`config.mk`:
```
export PLATFORM = sky130hd
export DESIGN_NAME = mcck_relax
export DESIGN_NICKNAME = d
export VERILOG_FILES = /design/src/hdl/mcck_pkg.sv /design/src/hdl/mcck_relax.sv
export SDC_FILE = /design/constraint.sdc
export NUM_CORES = 1
export LEC_CHECK = 0
export BUFFER_PORTS_ARGS = -buffer_cell sky130_fd_sc_hd__buf_4
export CAP_MARGIN = 20
export CORE_MARGIN = 5
export CORE_UTILIZATION = 44
export DETAILED_ROUTE_END_ITERATION = 6
export PLACE_DENSITY = 0.81
export SLEW_MARGIN = 20
export SYNTH_ARGS = -nofsm -noshare
export SYNTH_HDL_FRONTEND = slang
export SYNTH_SLANG_ARGS = --single-unit
```
`constraint.sdc`:
```
create_clock -name vclk -period 4.25
set_input_delay 0 -clock vclk [all_inputs]
set_output_delay 0 -clock vclk [all_outputs]
set_load 0.05 [all_outputs]
```
`src/hdl/mcck_pkg.sv`:
```
// Shared types and constants for the minimum-cost cover knapsack table.
`default_nettype none

package mcck_pkg;

  localparam int UNITS_W    = 16;
  localparam int PRICE_W    = 30;
  localparam int INDEX_W    = 12;
  localparam int TARGET_W   = 12;
  localparam int OUT_COST_W = 40;

  localparam logic [TARGET_W-1:0] TARGET_RESET = 12'd4095;

  typedef enum logic [1:0] {
    KIND_CLEAR = 2'd0,
    KIND_ADD   = 2'd1,
    KIND_READ  = 2'd2,
    KIND_SPARE = 2'd3
  } kind_t;

  typedef struct packed {
    kind_t                kind;
    logic [UNITS_W-1:0]   units;
    logic [PRICE_W-1:0]   price;
    logic [INDEX_W-1:0]   index;
  } in_word_t;

  typedef struct packed {
    logic [OUT_COST_W-1:0] cost;
    logic                  reachable;
  } out_word_t;

  typedef enum logic [2:0] {
    ST_CLEAR = 3'd0,
    ST_IDLE  = 3'd1,
    ST_WALK  = 3'd2,
    ST_DRAIN = 3'd3,
    ST_READ  = 3'd4
  } state_t;

endpackage

`default_nettype wire

```
`src/hdl/mcck_relax.sv`:
```
// Relaxation of one table entry against a shifted entry plus the offer price.
`default_nettype none

module mcck_relax #(
  parameter int COST_BITS = 40
) (
  input  wire logic [COST_BITS:0]             old_entry,
  input  wire logic [COST_BITS:0]             src_entry,
  input  wire logic [mcck_pkg::PRICE_W-1:0]   price,
  output logic                                upd,
  output logic      [COST_BITS:0]             new_entry
);

  localparam int SUM_W = ((COST_BITS > mcck_pkg::PRICE_W) ? COST_BITS : mcck_pkg::PRICE_W) + 1;
  localparam logic [SUM_W-1:0] COST_MAX_EXT = SUM_W'({COST_BITS{1'b1}});

  logic [SUM_W-1:0]     sum;
  logic [COST_BITS-1:0] cand;

  always_comb begin
    sum  = SUM_W'(src_entry[COST_BITS-1:0]) + SUM_W'(price);
    cand = (sum > COST_MAX_EXT) ? {COST_BITS{1'b1}} : sum[COST_BITS-1:0];
    upd  = src_entry[COST_BITS] &&
           (!old_entry[COST_BITS] || (cand < old_entry[COST_BITS-1:0]));
    new_entry = {1'b1, cand};
  end

endmodule

`default_nettype wire

```
==> summary by stage <==
Layout
The signed area change from the synthesized netlist to the final layout is 72.60%. The number of standard cells in the final layout excluding fillers is 763. The number of clock-tree buffers in the layout is 0. The design has 0 sequential cells. The combined flip-flop and latch cell area is 0 sq um. The repair_antennas step left the layout with diodes totalling 0. The layout has 489 filler cells.

The finished cells cover 5202 sq um. The net count of the finished layout is 867. In the final layout, the share of cells above drive strength 1 is 45.83%.

Drt
The routed length per instance is 15.99 um. The remaining antenna violation count is 0. The total vias in the final route is 4,256. Wires add up to 12.20 mm. The routed via count divided by cell count is 5.578. The detailed-routing iteration count for the pre-antenna-repair pass is 5. In the routed design, unresolved DRC markers number 0. The detailed router finished its first iteration with 170 violations.

Timing
The final count of pins violating max slew is 0. Setup repair after global routing could not meet its margin everywhere. The total of endpoints with negative setup slack in the final report is 1. Setup slack on the critical path of the routed design comes to -0.07144 ns.

Dividing the final minimum period by the clock period gives 101.7%. The clock period minus final worst setup slack is 4.321 ns. The accumulated negative setup slack is -0.07144 ns. The number of endpoints with negative hold slack in the final report was 0.

The top achievable clock speed is 231.4 MHz.

Global route
Entering global routing, the biggest net connects 17 pins. The initial antenna violation count is 0. The wire length of the first global-routing pass is 19.67 mm. The total overflow reported by the global router is 0. Global routing used 27.15% of the available tracks. The via count of the first global-routing pass is 4,342.

Yosys
Dividing the synthesized area by the synthesized cell count gives 6.743 sq um. The cell area after technology mapping is 3014 sq um. During synthesis, Yosys emitted a total of 0 warnings. The number of nets handed over by synthesis was 629.

Synthesis produced a netlist whose cell count is 447. The synthesized netlist contains 61 unique library cells. For this run, the register share of the synthesized area comes to 0%.

Power
In this run the power spent charging and discharging nets is 0.6709 mW. The maximum vdd ir drop is 0.0001173 V. The internal power contribution is 0.4904 mW. Per report_power, the combinational group accounts for 100.0% of the total. The ratio of total power to cell area is 223.2 nW/um^2. The part of the power in registers is 0%. The fraction of power spent switching nets is 57.77%. Summed over all cells, the static leakage comes to 2.872 nW. The clock network accounts for 0% of the total power.

Floorplanning
The number of top-level pins is 154. The total die area is 8605 sq um. The initial utilization of the core area, before any placement, comes to 44.86%. The total number of placement rows is 30. The die outline width is 92.77 um.

The standard cell core area is 6719 sq um. The vertical die dimension is 92.77 um.

Min path
The path type of the worst min-delay path is in2out.

Critical path
The delay contributed by the slowest stage of the critical path is 0.43 ns. The most common cell type on the critical path is sky130_fd_sc_hd__a21oi_2. The critical path buffer and inverter count is 2. Among all stages on the critical path, the largest delay is contributed by sky130_fd_sc_hd__a221o_2.

The start-to-end type of the worst setup path is in2out. The family of cells with the greatest summed delay on the critical path is simple AND/OR/NAND/NOR gates. STA classifies the critical path startpoint as an input port. The capturing element type of the critical path is an output port.

Walking the worst path, the cells encountered are buf_4 > ha_1 > a21oi_2 > nand4b_1 > a21oi_2 > o21a_2 > nor4_2 > o21ai_1 > a221o_2 > and3_4 > mux2_4 > ha_1 > nand4_1 > or2_4 > or3_4 > or3_4 > a21oi_2 > nor4_1 > a21boi_1 > a311oi_4 > buf_6. The worst endpoint data arrival time is 4.32 ns. The highest fanout seen on the critical path is 5. At the worst endpoint, the required time is 4.25 ns.

Placed design
The post-detailed-placement half-perimeter wirelength is 10.68 mm. The last weighted congestion value of the routability-driven placer is 1.062. The post-place instance area is 5015 sq um.

Buffers placed on the I/O ports in this run total 153. The number of placed instances, taps included, is 755. Timing analysis after detailed placement gives a worst setup slack of -0.3999 ns.

CTS
The quantity of hold-fixing buffers added after cts is 0.

Run
Across the run, the number of max-cap violations was 0.

Run status
The checks that failed: setup timing. The run finished, with violations left.
## cell usage in the layout (no fill, tap or decap), drive strengths merged, types with 2 or more instances in the layout
cell	count
a21oi	48
xor2	10
o21bai	3
o2111ai	3
or2	3
nand2b	3
inv	53
nand3	6
and2	6
nor3	4
and3	6
a21o	23
nand4	16
nor4	3
o21ai	31
nand2	60
a31oi	4
mux2	3
ha	69
or3	5
a211oi	3
buf	245
xnor2	17
o21a	6
nand4b	2
nor2	24
o31ai	3
nor2b	7
## power groups by stage
stage	clock (mW)	sequential, mW	combinational [mW]
floorplan	0	0	0.685
global route	0	0	1.25
finish	0	0	1.16
detailed placement	0	0	1.12
global placement	0	0	1.10
CTS	0	0	1.15
## stage by stage
step                      hold WS (ns)  total power [mW]  utilization (%)
after floorplan                 0.1555            0.6853                -
after global placement          0.4034             1.101            74.64
after detailed placement        0.4161             1.124            74.64
after CTS                       0.3984             1.151            77.19
after global routing            0.4294             1.248            77.43
final                           0.4018             1.161            77.43
## cells in the mapped netlist, drive strengths merged, types with 2 or more instances
master,n,share of area [%]
mux2,3,1.2
nand2,60,7.5
a21oi,48,8.5
o21a,6,1.5
or3,5,1.1
buf,2,0.50
nand2b,3,0.62
a31oi,4,0.83
nor3,4,0.66
o2111ai,3,0.87
nand4,16,3.3
xnor2,17,4.9
or2,3,0.62
nor2,24,3.2
o31ai,3,1.2
and2,6,1.3
inv,53,6.6
nand3,6,1.0
o21bai,3,0.75
clkbuf,7,0.91
and3,6,1.5
nor4,3,0.83
a21o,23,5.8
ha,69,29
a211oi,3,0.75
xor2,10,2.9
o21ai,31,5.3
nor2b,7,1.5
nand4b,2,0.58
## cell families after synthesis
family                     count (synthesis)  synth area share, %
other                                      1               0.1244
xor gates and xnor gates                  27                7.845
adders and majority gates                 70                29.31
AOI/OAI and AO/OA                        136                28.93
muxes                                      3                1.245
and+or+nand+nor                          148                24.53
buffers and inverters                     62                8.011
## routing by layer
metal	track usage, %	wire [um]	vias to the layer above
met5	0	0	-
li1	-	-	2077
met1	32.75	4905	1970
met2	50.93	6270	179
met3	3.168	757	30
met4	5.861	265	0
## path summary, 6_finish.rpt
path / startpoint / cells after the start / endpoint / slack, ns
min: src_entry[40] / 4 / upd / 0.40
max: src_entry[1] / 21 / upd / -0.07
## layout make-up
type,count,area [sq um],share of cell area [%]
multi-input combinational,385,3045,58.54
inverter,53,198.9,3.824
timing repair buffer,245,1858,35.71
tap,80,100.1,1.924
## what timing repair did
action | 4_1_cts | 5_1_grt
hold endpoints to repair | 0 | 0
resized for setup | 27 | 4
setup endpoints to repair | 1 | 1
pin swaps | 21 | 4
buffers inserted | 8 | 0
Power figures use the tool's default switching activity.
